==> config.mk <==
export PLATFORM = sky130hd
export DESIGN_NAME = vfcm_ctrl
export DESIGN_NICKNAME = d
export VERILOG_FILES = /design/src/hdl/vfcm_pkg.sv /design/src/hdl/vfcm_ctrl.sv
export SDC_FILE = /design/constraint.sdc
export NUM_CORES = 1
export LEC_CHECK = 0
export BUFFER_PORTS_ARGS = -buffer_cell sky130_fd_sc_hd__buf_2
export CAP_MARGIN = 25
export CORE_UTILIZATION = 51
export CTS_CLUSTER_SIZE = 12
export DETAILED_ROUTE_END_ITERATION = 16
export PLACE_DENSITY = 0.75
export SYNTH_ARGS = -nofsm -noshare
export SYNTH_HDL_FRONTEND = slang
export SYNTH_SLANG_ARGS = --single-unit
==> constraint.sdc <==
create_clock -name clk -period 1.95 [get_ports clk]
set_input_delay 0.2925 -clock clk [delete_from_list [all_inputs] [get_ports clk]]
set_output_delay 0.2925 -clock clk [all_outputs]
set_load 0.005 [all_outputs]
==> src/hdl/vfcm_pkg.sv <==
`default_nettype none

package vfcm_pkg;

    // Field widths
    localparam int COORD_W    = 4;
    localparam int SIDE_W     = 3;
    localparam int CMD_W      = 2;
    localparam int POS_W      = 32;
    localparam int EDGE_W     = 25;
    localparam int CFG_IDX_W  = 2;
    localparam int CFG_DATA_W = 32;
    localparam int NUM_SIDES  = 6;
    localparam int CORNER_W   = 3;

    // Commands
    localparam logic [CMD_W-1:0] CMD_LOAD_OWN = 2'd0;
    localparam logic [CMD_W-1:0] CMD_LOAD_NBR = 2'd1;
    localparam logic [CMD_W-1:0] CMD_PROCESS  = 2'd2;

    // Side / face codes
    localparam logic [SIDE_W-1:0] SIDE_NEG_X = 3'd0;
    localparam logic [SIDE_W-1:0] SIDE_POS_X = 3'd1;
    localparam logic [SIDE_W-1:0] SIDE_NEG_Y = 3'd2;
    localparam logic [SIDE_W-1:0] SIDE_POS_Y = 3'd3;
    localparam logic [SIDE_W-1:0] SIDE_NEG_Z = 3'd4;
    localparam logic [SIDE_W-1:0] SIDE_POS_Z = 3'd5;

    // Config register indexes
    localparam logic [CFG_IDX_W-1:0] CFG_ORIGIN_X  = 2'd0;
    localparam logic [CFG_IDX_W-1:0] CFG_ORIGIN_Y  = 2'd1;
    localparam logic [CFG_IDX_W-1:0] CFG_ORIGIN_Z  = 2'd2;
    localparam logic [CFG_IDX_W-1:0] CFG_CELL_EDGE = 2'd3;

    localparam logic [EDGE_W-1:0] EDGE_RESET = 25'd256;

    // Corner code bits: +x, +z, +y
    localparam int CORNER_PX = 0;
    localparam int CORNER_PZ = 1;
    localparam int CORNER_PY = 2;

    localparam logic [CORNER_W-1:0] LAST_CORNER = 3'd5;

    // Six corners per face, two triangles
    localparam logic [CORNER_W-1:0] FACE_CORNERS [0:5][0:5] = '{
        '{3'd0, 3'd2, 3'd4, 3'd4, 3'd2, 3'd6},
        '{3'd3, 3'd1, 3'd7, 3'd7, 3'd1, 3'd5},
        '{3'd0, 3'd1, 3'd2, 3'd2, 3'd1, 3'd3},
        '{3'd6, 3'd7, 3'd4, 3'd4, 3'd7, 3'd5},
        '{3'd1, 3'd0, 3'd5, 3'd5, 3'd0, 3'd4},
        '{3'd3, 3'd7, 3'd2, 3'd2, 3'd7, 3'd6}
    };

    typedef struct packed {
        logic                clear_valid;
        logic                lookup_valid;
        logic                lookup_own;
        logic [SIDE_W-1:0]   lookup_face;
        logic                emit_valid;
        logic [SIDE_W-1:0]   emit_face;
        logic [CORNER_W-1:0] emit_corner;
        logic                emit_last;
    } ctrl_cmd_t;

    typedef struct packed {
        logic                 in_range;
        logic                 own_filled;
        logic [NUM_SIDES-1:0] exposed;
    } dp_status_t;

endpackage

`default_nettype wire

==> src/hdl/vfcm_ctrl.sv <==
`default_nettype none

module vfcm_ctrl #(
    parameter int GRID_SIZE = 16
) (
    input  wire logic                         clk,
    input  wire logic                         rst_n,
    input  wire logic                         accept,
    input  wire logic [vfcm_pkg::CMD_W-1:0]   command,
    input  wire vfcm_pkg::dp_status_t         sts,
    output vfcm_pkg::ctrl_cmd_t               cmd,
    output logic [$clog2((GRID_SIZE*GRID_SIZE > 6*GRID_SIZE) ?
                         GRID_SIZE*GRID_SIZE : 6*GRID_SIZE)-1:0] clear_row,
    output logic                              busy
);

    localparam int ROWS_OWN = GRID_SIZE * GRID_SIZE;
    localparam int ROWS_PLN = vfcm_pkg::NUM_SIDES * GRID_SIZE;
    localparam int CLR_ROWS = (ROWS_OWN > ROWS_PLN) ? ROWS_OWN : ROWS_PLN;
    localparam int CLW      = $clog2(CLR_ROWS);
    localparam logic [CLW-1:0] CLR_LAST = CLW'(CLR_ROWS - 1);

    // Step 0 reads the cell itself, steps 1..6 the faces, step 7 drains the read
    localparam logic [2:0] LOOKUP_ISSUE_END = 3'd6;
    localparam logic [2:0] LOOKUP_END       = 3'd7;

    localparam int NS = vfcm_pkg::NUM_SIDES;

    typedef enum logic [2:0] {
        ST_CLEAR,
        ST_IDLE,
        ST_LOOKUP,
        ST_DECIDE,
        ST_EMIT
    } state_t;

    function automatic logic [vfcm_pkg::SIDE_W-1:0] lowest_set(input logic [NS-1:0] v);
        logic [vfcm_pkg::SIDE_W-1:0] idx;
        idx = '0;
        for (int i = NS - 1; i >= 0; i--)
        begin
            if (v[i])
                idx = vfcm_pkg::SIDE_W'(i);
        end
        return idx;
    endfunction

    state_t                          state_reg, state_next;
    logic                            busy_reg, busy_next;
    logic [CLW-1:0]                  clr_reg, clr_next;
    logic [2:0]                      step_reg, step_next;
    logic [vfcm_pkg::SIDE_W-1:0]     face_reg, face_next;
    logic [vfcm_pkg::CORNER_W-1:0]   corner_reg, corner_next;

    logic [NS-1:0]                   above;
    logic [NS-1:0]                   remaining;
    logic                            more_faces;

    always_comb
    begin
        for (int i = 0; i < NS; i++)
            above[i] = (vfcm_pkg::SIDE_W'(i) > face_reg);
    end

    assign remaining  = sts.exposed & above;
    assign more_faces = |remaining;

    always_comb
    begin
        cmd.clear_valid  = (state_reg == ST_CLEAR);
        cmd.lookup_valid = (state_reg == ST_LOOKUP) && (step_reg <= LOOKUP_ISSUE_END);
        cmd.lookup_own   = (step_reg == '0);
        cmd.lookup_face  = step_reg - 3'd1;
        cmd.emit_valid   = (state_reg == ST_EMIT);
        cmd.emit_face    = face_reg;
        cmd.emit_corner  = corner_reg;
        cmd.emit_last    = (corner_reg == vfcm_pkg::LAST_CORNER) && !more_faces;
    end

    always_comb
    begin
        state_next  = state_reg;
        busy_next   = busy_reg;
        clr_next    = clr_reg;
        step_next   = step_reg;
        face_next   = face_reg;
        corner_next = corner_reg;
        case (state_reg)
            ST_CLEAR:
            begin
                clr_next = clr_reg + 1'b1;
                if (clr_reg == CLR_LAST)
                begin
                    state_next = ST_IDLE;
                    busy_next  = 1'b0;
                end
            end
            ST_IDLE:
            begin
                if (accept && (command == vfcm_pkg::CMD_PROCESS) && sts.in_range)
                begin
                    state_next = ST_LOOKUP;
                    busy_next  = 1'b1;
                    step_next  = '0;
                end
            end
            ST_LOOKUP:
            begin
                step_next = step_reg + 3'd1;
                if (step_reg == LOOKUP_END)
                    state_next = ST_DECIDE;
            end
            ST_DECIDE:
            begin
                if (sts.own_filled && (|sts.exposed))
                begin
                    state_next  = ST_EMIT;
                    face_next   = lowest_set(sts.exposed);
                    corner_next = '0;
                end
                else
                begin
                    state_next = ST_IDLE;
                    busy_next  = 1'b0;
                end
            end
            ST_EMIT:
            begin
                if (corner_reg == vfcm_pkg::LAST_CORNER)
                begin
                    corner_next = '0;
                    if (more_faces)
                        face_next = lowest_set(remaining);
                    else
                    begin
                        state_next = ST_IDLE;
                        busy_next  = 1'b0;
                    end
                end
                else
                    corner_next = corner_reg + 1'b1;
            end
            default:
            begin
                state_next = ST_IDLE;
                busy_next  = 1'b0;
            end
        endcase
    end

    always_ff @(posedge clk or negedge rst_n)
    begin
        if (!rst_n)
        begin
            state_reg  <= ST_CLEAR;
            busy_reg   <= 1'b1;
            clr_reg    <= '0;
            step_reg   <= '0;
            face_reg   <= '0;
            corner_reg <= '0;
        end
        else
        begin
            state_reg  <= state_next;
            busy_reg   <= busy_next;
            clr_reg    <= clr_next;
            step_reg   <= step_next;
            face_reg   <= face_next;
            corner_reg <= corner_next;
        end
    end

    assign clear_row = clr_reg;
    assign busy      = busy_reg;

    // Only faces found open are ever emitted
    assert property (@(posedge clk) disable iff (!rst_n)
        cmd.emit_valid |-> sts.exposed[cmd.emit_face])
        else $error("emitting a covered face");

    // Final vertex of a cell releases the block
    assert property (@(posedge clk) disable iff (!rst_n)
        cmd.emit_valid && cmd.emit_last |=> !busy_reg)
        else $error("busy held after final vertex");

    // Clear, lookup and emission never overlap
    assert property (@(posedge clk) disable iff (!rst_n)
        $onehot0({cmd.clear_valid, cmd.lookup_valid, cmd.emit_valid}))
        else $error("overlapping datapath commands");

    // Datapath work only while busy
    assert property (@(posedge clk) disable iff (!rst_n)
        (cmd.lookup_valid || cmd.emit_valid || cmd.clear_valid) |-> busy_reg)
        else $error("datapath command while idle");

endmodule

`default_nettype wire

Word level (Yosys, flattened, before mapping)
Cells that the tools add are included.
{ "word_totals": {"word_cells": 86, "out_inout_bits": 23, "regBits": 21} }
{ "classes": {"order_cmp": 7, "mux": 34, "reduce_logical": 17, "addsub": 4, "n_bitwise": 2, "eq_ne": 16} }
{ "ops": {"columns": ["operator", "count"], "rows": [
  ["2-to-1 mux 3 bit", 24],
  ["case mux 3 bit (2 select lines)", 3],
  ["case mux 3 bit (5 select lines)", 1],
  ["OR reduction 6 bit", 2],
  ["== test 3 bit, second input constant", 3],
  ["adder 8 x 1 -> 8 bit, second input constant", 1],
  ["== test 8 bit, second input constant", 1],
  ["inequality test 2 x 1 -> 1 bit, second input constant", 4],
  ["inequality test 2 bit, second input constant", 4],
  ["adder 3 x 1 -> 3 bit, second input constant", 2],
  ["bitwise AND 6 bit", 1],
  ["== test 3 x 2 -> 1 bit, second input constant", 2],
  ["greater-than comparator 1 x 3 -> 1 bit, first input constant", 2],
  ["greater-than comparator 2 x 3 -> 1 bit, first input constant", 2],
  ["greater-than comparator 3 bit, first input constant", 2],
  ["zero test 3 bit", 2],
  ["AND reduction 6 bit", 1],
  ["logical AND 1 bit", 5],
  ["2-to-1 mux 1 bit", 5],
  ["case mux 1 bit (5 select lines)", 1],
  ["AND reduction 5 bit", 1],
  ["AND reduction 2 bit", 2],
  ["AND reduction 4 bit", 1],
  ["nonzero test 2 bit", 2],
  ["6 further kinds", 6]
]} }

Longest topological paths before layout
Gate-level depths: netlist of run 1.
{ "logic_depth": {"depth_word": 11, "depth_mapped": 8} }

Worst setup path after synthesis of run 1
No wires, ideal clock.
{ "synth_timing": {"path_kind": "register to register", "start": "register face_reg[1] (netlist bit)", "end": "register face_reg[2] (netlist bit)", "n_path_buf": 0, "period_less_slack_ns": 1.652, "arrival_ns": 1.572, "path_stages_with_launch": 6, "slack_ns": 0.298, "setup_time_ns": 0.080, "path_cell_list": "dfrtp_1 > or3b_1 > a22o_1 > a32oi_4 > nor2_1 > nor3_2"} }
{ "synth_between": {"elab_chain_cells": 11, "word_cells_on_any_way": 19, "cone_classes": "order compare: 6; eq/ne: 1; mux: 9; bitwise: 1; reduce/logical: 2"} }
{ "synth_lines": {"columns": ["item", "line", "text"], "rows": [
  ["start: declaration", "vfcm_ctrl.sv:52", "logic [vfcm_pkg::SIDE_W-1:0] face_reg, face_next;"],
  ["start signal: assignment", "vfcm_ctrl.sv:168", "face_reg <= face_next;"],
  ["greater-than comparator 3 bit", "vfcm_ctrl.sv:62", "above[i] = (vfcm_pkg::SIDE_W'(i) > face_reg);"],
  ["bitwise AND 6 bit (*)", "vfcm_ctrl.sv:65", "assign remaining = sts.exposed & above;"],
  ["2-to-1 mux 3 bit (6 in a row)", "vfcm_ctrl.sv:42", "if (v[i])"],
  ["2-to-1 mux 3 bit", "vfcm_ctrl.sv:132", "if (more_faces)"],
  ["2-to-1 mux 3 bit", "vfcm_ctrl.sv:129", "if (corner_reg == vfcm_pkg::LAST_CORNER)"],
  ["case mux 3 bit (2 select lines)", "vfcm_ctrl.sv:88", "case (state_reg)"]
]} }
Every way passes the cells marked *; elsewhere a longest branch is shown, timed or not. The select of a mux whose other input is x is not followed.
A chain may end at the register's enable or synchronous reset.

==> flow_summary_export.csv, run 1 <==
group,metric,value,unit
layout,fillers,237,
yosys,ys_top_cells_by_area,"dfrtp_1 (38%), ha_1 (5.7%), nor2_1 (4.3%), xnor2_1 (4.0%), nand2_1 (3.4%)",
layout,seqCellArea,531.8,um2
layout,multiInputGateArea,755.7,um2
floorplan,core,0.002455,mm2
setup_path,cp_max_fo,2,
detailed_routing,drt_iter0_markers,27,
power,p_seq_share,40.2,%
yosys,yosys.area_share.adder,5.709,%
yosys,synth_fp_nets,162,
floorplan,std_cell_rows,18,
setup_path,cp.required,1660,ps
yosys,synthXorXnorAreaFrac,5.328,%
yosys,synth_area_leader_cell,"dfrtp_1",
detailed_routing,wl_per_cell,13.77,um
timing,final.setup_skew,2.694,ps
timing,fmax,521.0,MHz
yosys,synth.top_cell.area_share,38.06,%
layout,largest_reg_flops,8,
setup_path,start_kind,"flip-flop",
power,p_sw_share,40.73,%
yosys,synth_top_family_by_area,"simple AND/OR/NAND/NOR gates",
detailed_routing,wl,3001,um
setup_path,slowest_delay,420,ps
detailed_routing,drc,0,
global_routing,grt_max_degree,22,
yosys,async_reset_ff_share,100.0,%
setup_path,path_cells,"or3b_4 -> a22o_1 -> and3_4 -> buf_6",
setup_path,endpoint_kind,"output port",
layout,final_util,66.62,%
yosys,syn_area,0.001315,mm2
clock_tree,clkTransAtPathRegs,120,ps
place,gp_congestion,0.9362,
clock_tree,root_buffer,"clkbuf_4",
global_routing,grt-busiest-layer,"met2",
detailed_routing,final_antenna_net_count,0,
clock_tree,h-tree-depth,1,
timing,finalMaxSlewViolations,0,
layout,num_antenna_cells,0,
floorplan,start_util,53.57,%
clock_tree,clk_latency,300,ps
floorplan,io_pins,36,
power,p_leak,0.8253,nW
min_path,hp-class,"in2reg",
global_routing,grt_use_total,23.20,%
yosys,yosysWarnings,0,
detailed_routing,vias,1223,
power,powerDensity,1224,mW/mm2
timing,finalCritPeriodShare,98.43,%
global_routing,grt_pass1_vias,1068,
power,p_comb_share,49.3,%
global_routing,overflow,0,
yosys,synthSimpleGateAreaFrac,24.17,%
status,outcome,"complete, no violations",
yosys,ys_seq_elements,21,
floorplan,die-area,0.002786,mm2
clock_tree,tritoncts,"yes",
timing,period_needed,1919,ps
power,pwr-share-clk,10.5,%
yosys,synth_compound_area_share,21.50,%
detailed_routing,avgViaCountPerCell,5.610,
clock_tree,cts_made_buffers,3,
place,port_buffers,35,
global_routing,use_met3,4.058,%
global_routing,grt_pass1_wl,4740,um
layout,drive_above_1_share,35.64,%
timing,tightest_slew,458.1,ps
timing,setup_violations,0,
global_routing,grtUsageMet2,37.76,%
yosys,synth_edf_count,0,
place,dpl_cell_area,0.001534,mm2
detailed_routing,drt_pass1_iterations,4,
layout,nNetsFinal,208,
floorplan,die_h,52.78,um
timing,relSlewSlack,69.07,%
setup_path,crit_type,"reg2out",
timing,finalHoldViolCount,0,
yosys,synth_seq_area_share,40.06,%
global_routing,grt_antenna_before_repair,0,
yosys,syn-instance-count,143,
layout,synthToLayoutAreaGrowth,24.36,%
yosys,syn_area_per_cell,9.196,um2
place,place.detailed.hpwl,2250,um
global_routing,met1_usage,31.28,%
floorplan,dieWidth,52.78,um
power,power,0.002001,W
yosys,ys_types,45,
setup_path,slowest_stage,"dfrtp_2",
yosys,ys.flop_type,"dfrtp_1",
power,peakVddDrop,0.0009839,V
layout,design_area,0.001635,mm2
power,internal_power,0.001186,W
power,power.switching,0.0008152,W
flow_run,cap_violations,0,
yosys,synth_mux_area_share,0,%
clock_tree,cts_sinks,21,
setup_path,worstPathArrival,1630,ps
clock_tree,clk_path_buf_depth,2,
per-stage QoR:
step	hold WS, ps	setup TNS [ps]	worst slack, ps	std cells
global placement	265.8	0	247.9	207
finish	329.4	0	30.61	218
CTS	310.9	0	2.165	214
detailed placement	274.4	0	212.6	207
floorplan	-3.091	0	297.8	143
global route	344.2	-4.288	-4.288	218
layout make-up:
type	instances	area share [%]
multi-input cells	111	46.21
flip-flops and latches	21	32.52
repair buffers	45	15.68
well taps	30	2.295
inverters	7	1.607
clock buffers	3	1.377
clock inverters	1	0.3060
worst max-delay path, delay by kind of cell (launching register included):
family,cells,cell delay (ps)
AOI/OAI and AO/OA,1,230
buffers and inverters,1,110
DFF,1,420
and+or+nand+nor,2,570
synthesized netlist by cell type, types with 3 or more instances:
cell type	instances
ha_1	6
nor2_1	15
a22o_1	4
xnor2_1	6
clkbuf_1	3
dfrtp_1	20
o21ai_0	6
or2_2	3
nor2b_1	3
a31oi_1	4
inv_1	7
and3_1	3
nand2b_1	4
nand2_1	12
nand3_1	5
a21oi_1	7
logic make-up after synthesis:
family,Yosys count
compound gates,38
xor+xnor,8
fa+ha+maj,6
flops,21
buf+inv,11
simple gates,59
worst paths after layout:
| check | end | start | slack (ps) | cells after the start |
|---|---|---|---|---|
| setup / recovery | cmd[0] | face_reg[0] | 30 | 4 |
| hold / removal | face_reg[1] | sts[0] | 330 | 3 |
| setup reg to reg | busy | face_reg[0] | 130 | 6 |
| hold reg to reg | clear_row[6] | clear_row[6] | 500 | 1 |
| max in group asynchronous | busy | rst_n | 1140 | 2 |
| min in group asynchronous | step_reg[0] | rst_n | 460 | 2 |
power by group through the flow:
stage	logic, W	clock network (W)	registers [W]
6_report	0.000987	0.000210	0.000804
5_1_grt	0.00113	0.000230	0.000832
4_1_cts	0.000939	0.000219	0.000807
3_5_place_dp	0.000891	0	0.000825
3_3_place_gp	0.000871	0	0.000814
2_1_floorplan	0.000575	0	0.000791
per-layer routing:
metal  wire [um]  vias to the layer above
met2        1494                       31
met3         102                        4
met4          27                        0
met1        1376                      583
met5           0                        -
li1            -                      605
cells in the final DEF, fill, tap and decap left out, types with 3 or more instances in the layout:
cell type | synthesis | final
dfrtp_2 | 0 | 4
xnor2_1 | 6 | 6
nand2_1 | 12 | 12
a22o_1 | 4 | 4
dfrtp_1 | 20 | 16
clkbuf_4 | 0 | 3
a31oi_1 | 4 | 4
nand3_1 | 5 | 5
and3_1 | 3 | 3
nor2b_1 | 3 | 3
inv_1 | 7 | 7
a21oi_1 | 7 | 7
nand2b_1 | 4 | 4
nor2_1 | 15 | 15
buf_4 | 0 | 8
o21ai_0 | 6 | 6
ha_1 | 6 | 6
buf_2 | 1 | 34
or2_2 | 3 | 3
repair_timing:
action	CTS	global route
hold buffers	1	0
gates cloned	0	0
setup endpoints to repair	3	3
hold endpoints to repair	20	0
buffers inserted	2	4
resized for setup	3	5
pin swaps	1	1
Note: power is estimated with default switching activity, not from simulation.
==> inputs of run 2 (changes only) <==
- PLACE_DENSITY: 0.75 -> 0.78
==> run 2 against run 1 <==
Sequential share of layout area fell by 0.081 points. Hold slack lost 13 ps. Combinational power barely moved. Via count unchanged. Maximum frequency grew 0.69%. Cell count shrank 0.46%. Clock skew is 1.7 ps lower. Critical path type unchanged. Critical endpoint unchanged. Largest cell class unchanged. Highest routed layer unchanged.
==> flow_summary_export.csv, run 2 (synthesized netlist as in run 1, its figures left out) <==
group,metric,value,unit
status,outcome,"complete, no violations",
detailed_routing,wl,2942,um
timing,tightest_slew,465.6,ps
setup_path,start_kind,"flip-flop",
place,place.detailed.hpwl,2281,um
global_routing,grt_antenna_before_repair,0,
setup_path,r2r-start,"state_reg[1]",
floorplan,io_pins,36,
setup_path,reg2regPathDepth,7,
place,port_buffers,35,
min_path,min_to,"face_reg[1]",
setup_path,cp_max_fo,2,
layout,largest_reg_flops,8,
timing,holdWs,316.2,ps
timing,final.setup_skew,1.010,ps
clock_tree,root_buffer,"clkbuf_4",
power,p_comb_share,50.2,%
layout,final_util,66.31,%
clock_tree,cts_sinks,21,
power,power.switching,0.0008184,W
clock_tree,clk_path_buf_depth,2,
power,p_leak,0.8272,nW
power,p_sw_share,40.89,%
setup_path,cp.required,1660,ps
layout,nNetsFinal,207,
global_routing,met1_usage,33.76,%
setup_path,worstPathArrival,1610,ps
global_routing,grtUsageMet2,39.66,%
layout,multiInputGateArea,757.0,um2
layout,seqCellArea,528.0,um2
setup_path,endpoint_kind,"output port",
floorplan,dieWidth,52.78,um
timing,relSlewSlack,68.96,%
floorplan,std_cell_rows,18,
setup_path,r2r-end,"face_reg[2]",
global_routing,grt-busiest-layer,"met2",
detailed_routing,vias,1223,
setup_path,regToRegSetupSlack,180,ps
power,p_seq_share,39.3,%
power,internal_power,0.001183,W
detailed_routing,drt_pass1_iterations,4,
clock_tree,clkTransAtPathRegs,110,ps
clock_tree,tritoncts,"yes",
flow_run,cap_violations,0,
global_routing,use_met3,5.507,%
detailed_routing,drc,0,
layout,drive_above_1_share,33.16,%
layout,num_antenna_cells,0,
global_routing,overflow,0,
layout,fillers,206,
detailed_routing,drt_iter0_markers,22,
min_path,holdPathStages,3,
timing,finalHoldViolCount,0,
floorplan,start_util,53.57,%
setup_path,crit_type,"reg2out",
clock_tree,cts_made_buffers,3,
detailed_routing,final_antenna_net_count,0,
timing,finalMaxSlewViolations,0,
global_routing,grt_max_degree,22,
timing,setup_tns,0,ps
min_path,min-delay-start,"sts[0]",
clock_tree,clk_latency,300,ps
power,peakVddDrop,0.0009662,V
global_routing,grt_pass1_vias,1111,
layout,final_cell_mix,"buf_2 (34), dfrtp_1 (19), nor2_1 (15)",
place,placed_cells,208,
clock_tree,h-tree-depth,1,
min_path,hp-class,"in2reg",
place,gp_congestion,1.041,
power,powerDensity,1230,mW/mm2
detailed_routing,avgViaCountPerCell,5.636,
timing,setup_violations,0,
layout,synthToLayoutAreaGrowth,23.79,%
global_routing,grt_pass1_wl,4988,um
timing,fmax,524.6,MHz
timing,finalCritPeriodShare,97.75,%
floorplan,die_h,52.78,um
layout,final_common_cell,"buf_2",
layout,finalNonFillerCells,217,
floorplan,core,0.002455,mm2
timing,period_needed,1906,ps
floorplan,die-area,0.002786,mm2
detailed_routing,wl_per_cell,13.56,um
power,pwr-share-clk,10.5,%
global_routing,grt_use_total,24.91,%
-- run 2: changes by cell type in the layout (fill, tap and decap cells not counted), sizes merged --
cell	change
clkbuf	-1
-- run 2: through the flow --
stage	power [W]	setup WS, ps	instance area, um2
after floorplan	0.001366	297.8	1315
after global placement	0.001696	253.6	1541
after detailed placement	0.001741	188.7	1541
after CTS	0.001999	4.239	1599
after global routing	0.002202	-17.06	1628
final	0.002002	43.79	1628
-- run 2: metal layers --
layer  part of all wire, %  routed length, um
met1                    43               1266
met2                    49               1439
met3                   7.1                208
met4                  0.95                 28
met5                     0                  0
-- run 2: worst max-delay path by stage --
stage	start	end	slack, ps	cells after the start
2_1_floorplan	face_reg[1]	face_reg[2]	300	5
3_3_place_gp	state_reg[1]	face_reg[2]	250	7
3_5_place_dp	state_reg[1]	face_reg[2]	190	7
4_1_cts	face_reg[1]	cmd[0]	4	4
5_1_grt	face_reg[0]	cmd[0]	-20	4
6_report	face_reg[0]	cmd[0]	40	4
-- run 2: timing repair --
action / 4_1_cts / 5_1_grt
endpoints found under the hold margin: 20 / 0
setup endpoints to repair: 2 / 5
gates resized for setup: 1 / 5
hold buffers: 1 / 0
pin swaps: 1 / 2
setup buffers: 2 / 2
-- run 2: worst max-delay path, cell delays in order, from the launching register on --
cell	delay [ps]
dfrtp_1	390
or3b_1	390
a22o_1	260
and3_4	160
buf_6	110
-- run 2: layout make-up --
class	count	share of cell area [%]
flip-flops and latches	21	32.44
clock buffers	3	1.384
clock inverters	1	0.3075
inverters	7	1.614
repair buffers	44	15.45
multi-input cells	111	46.50
well taps	30	2.306
-- run 2: power groups by stage --
stage	sequential [W]	clock (W)	combinational, W
floorplan	0.000791	0	0.000575
global placement	0.000793	0	0.000903
detailed placement	0.000805	0	0.000937
CTS	0.000785	0.000219	0.000996
global route	0.000819	0.000238	0.00115
finish	0.000787	0.000209	0.00100
==> inputs of run 3 (changes only) <==
- CORE_UTILIZATION: 51 -> 46
- GPL_TIMING_DRIVEN: default -> 0
- PLACE_DENSITY: 0.78 -> 0.74
- clock period: 1.95 -> 1.6 ns (I/O delays scaled with it)
==> run 3 against run 2 <==
The flow now finishes with violations (setup timing). Sequential share of layout area shrank 4.8 points. Wire length increased by 33%. Clock skew rose by 4.0 ps. Non-clock buffer count rose by 18. Count of clock-buffer cells in the layout grew 1. Register-to-register slack worse by 420 ps. Highest routed layer unchanged.
==> flow_summary_export.csv, run 3 (synthesized netlist as in run 1, its figures left out) <==
group,metric,value,unit
clock_tree,cts_made_buffers,3,
power,p_leak,0.9395,nW
timing,fin_ws,-302.5,ps
detailed_routing,avgViaCountPerCell,5.767,
power,power,0.002883,W
setup_path,cp_max_fo,2,
power,powerDensity,1505,mW/mm2
timing,rsz0062_at_grt,"true",
layout,largest_reg_flops,8,
setup_path,reg2regPathDepth,6,
timing,tightest_slew,630.2,ps
timing,relSlewSlack,57.60,%
setup_path,worstPathArrival,1660,ps
timing,finalCritPeriodShare,118.9,%
layout,seqCellArea,529.3,um2
min_path,hp-class,"in2reg",
layout,synthToLayoutAreaGrowth,45.67,%
layout,num_antenna_cells,0,
min_path,min_to,"face_reg[1]",
global_routing,overflow,0,
clock_tree,clkTransAtPathRegs,110,ps
setup_path,slowest_stage,"dfrtp_2",
setup_path,slowest_delay,420,ps
clock_tree,h-tree-depth,1,
layout,final_util,70.07,%
layout,fillers,198,
setup_path,cp.required,1360,ps
global_routing,grt_antenna_before_repair,0,
detailed_routing,wl,3911,um
clock_tree,clk_latency,300,ps
layout,final_cell_mix,"buf_2 (32), buf_4 (19), dfrtp_1 (18)",
layout,drive_above_1_share,48.78,%
floorplan,std_cell_rows,19,
timing,finalMaxSlewViolations,0,
global_routing,grt_pass1_vias,1327,
layout,multiInputGateArea,857.1,um2
detailed_routing,drc,0,
floorplan,start_util,48.10,%
clock_tree,cts_sinks,21,
place,port_buffers,35,
detailed_routing,vias,1361,
setup_path,crit_type,"reg2out",
timing,setup_violations,12,
detailed_routing,wl_per_cell,16.57,um
setup_path,regToRegSetupSlack,-240,ps
global_routing,grt_max_degree,22,
clock_tree,root_buffer,"clkbuf_4",
floorplan,die_h,55.47,um
timing,period_needed,1902,ps
setup_path,r2r-end,"face_reg[0]",
floorplan,dieWidth,55.47,um
setup_path,path_cells,"or3b_4 -> a22o_1 -> and3_4 -> buf_6",
place,gp_congestion,0.8959,
detailed_routing,drt_pass1_iterations,4,
floorplan,die-area,0.003076,mm2
timing,fmax,525.6,MHz
status,outcome,"complete, but fails checks",
layout,final_common_cell,"buf_2",
clock_tree,tritoncts,"yes",
setup_path,start_kind,"flip-flop",
flow_run,cap_violations,0,
layout,nNetsFinal,225,
global_routing,grt_use_total,25.64,%
place,place.detailed.hpwl,2186,um
min_path,holdPathStages,3,
floorplan,core,0.002734,mm2
setup_path,r2r-start,"face_reg[1]",
setup_path,endpoint_kind,"output port",
timing,finalHoldViolCount,0,
min_path,min-delay-start,"sts[0]",
timing,final.setup_skew,5.010,ps
detailed_routing,final_antenna_net_count,0,
floorplan,io_pins,36,
clock_tree,clk_path_buf_depth,2,
detailed_routing,drt_iter0_markers,50,
status,violations,"setup timing",
power,peakVddDrop,0.001233,V
global_routing,grt_pass1_wl,6244,um
-- run 3: area by class of cell --
class	instances	area share [%]
Multi-Input combinational cell	111	44.74
Sequential cell	21	27.63
Timing Repair Buffer	59	20.64
Tap cell	31	2.025
Buffer	3	1.829
Inverter	7	1.764
Clock buffer	4	1.372
-- run 3: layer usage --
metal,part of all wire [%],track usage [%],wire [um],vias to the layer above
met5,0,0,0,-
met1,39,32.53,1526,659
met2,53,43.72,2079,48
met3,4.3,5.621,169,14
li1,-,-,-,640
met4,3.5,7.500,136,0
-- run 3: how the worst max path moves through the flow --
stage / cells past startpoint / slack [ps] / end / from
finish: 4 / -300 / cmd[0] / face_reg[1]
detailed placement: 5 / -190 / busy / face_reg[1]
floorplan: 5 / 20 / busy / face_reg[1]
global route: 4 / -350 / cmd[0] / face_reg[1]
global placement: 5 / -140 / busy / face_reg[1]
CTS: 4 / -280 / cmd[0] / face_reg[0]
-- run 3: critical path: cells and delay by family, from the launching register on --
family          cells  cell delay [ps]
buf+inv             1              110
compound gates      1              260
flops               1              420
simple gates        2              560
-- run 3: power breakdown --
| part | internal, W | switching, W |
|---|---|---|
| Combinational | 0.000822 | 0.000812 |
| Clock | 0.0000972 | 0.000158 |
| Sequential | 0.000740 | 0.000254 |
-- run 3: repair_timing --
| item | in CTS | in global routing |
|---|---|---|
| gates resized for setup | 27 | 26 |
| hold endpoints to repair | 20 | 0 |
| hold buffers | 1 | 0 |
| setup endpoints to repair | 17 | 19 |
| pin swaps | 8 | 9 |
| buffers inserted | 19 | 5 |
-- run 3: through the flow --
stage | hold WS, ps | setup WS [ps] | instance area [um2] | setup TNS [ps] | instances
CTS | 242.1 | -279.2 | 1792 | -1048 | 232
floorplan | -55.59 | 21.62 | 1316 | 0 | 143
global placement | 215.8 | -143.3 | 1530 | -986.0 | 209
finish | 259.3 | -302.5 | 1916 | -2145 | 236
detailed placement | 225.2 | -194.7 | 1530 | -1544 | 209
global route | 247.2 | -348.6 | 1916 | -2800 | 236
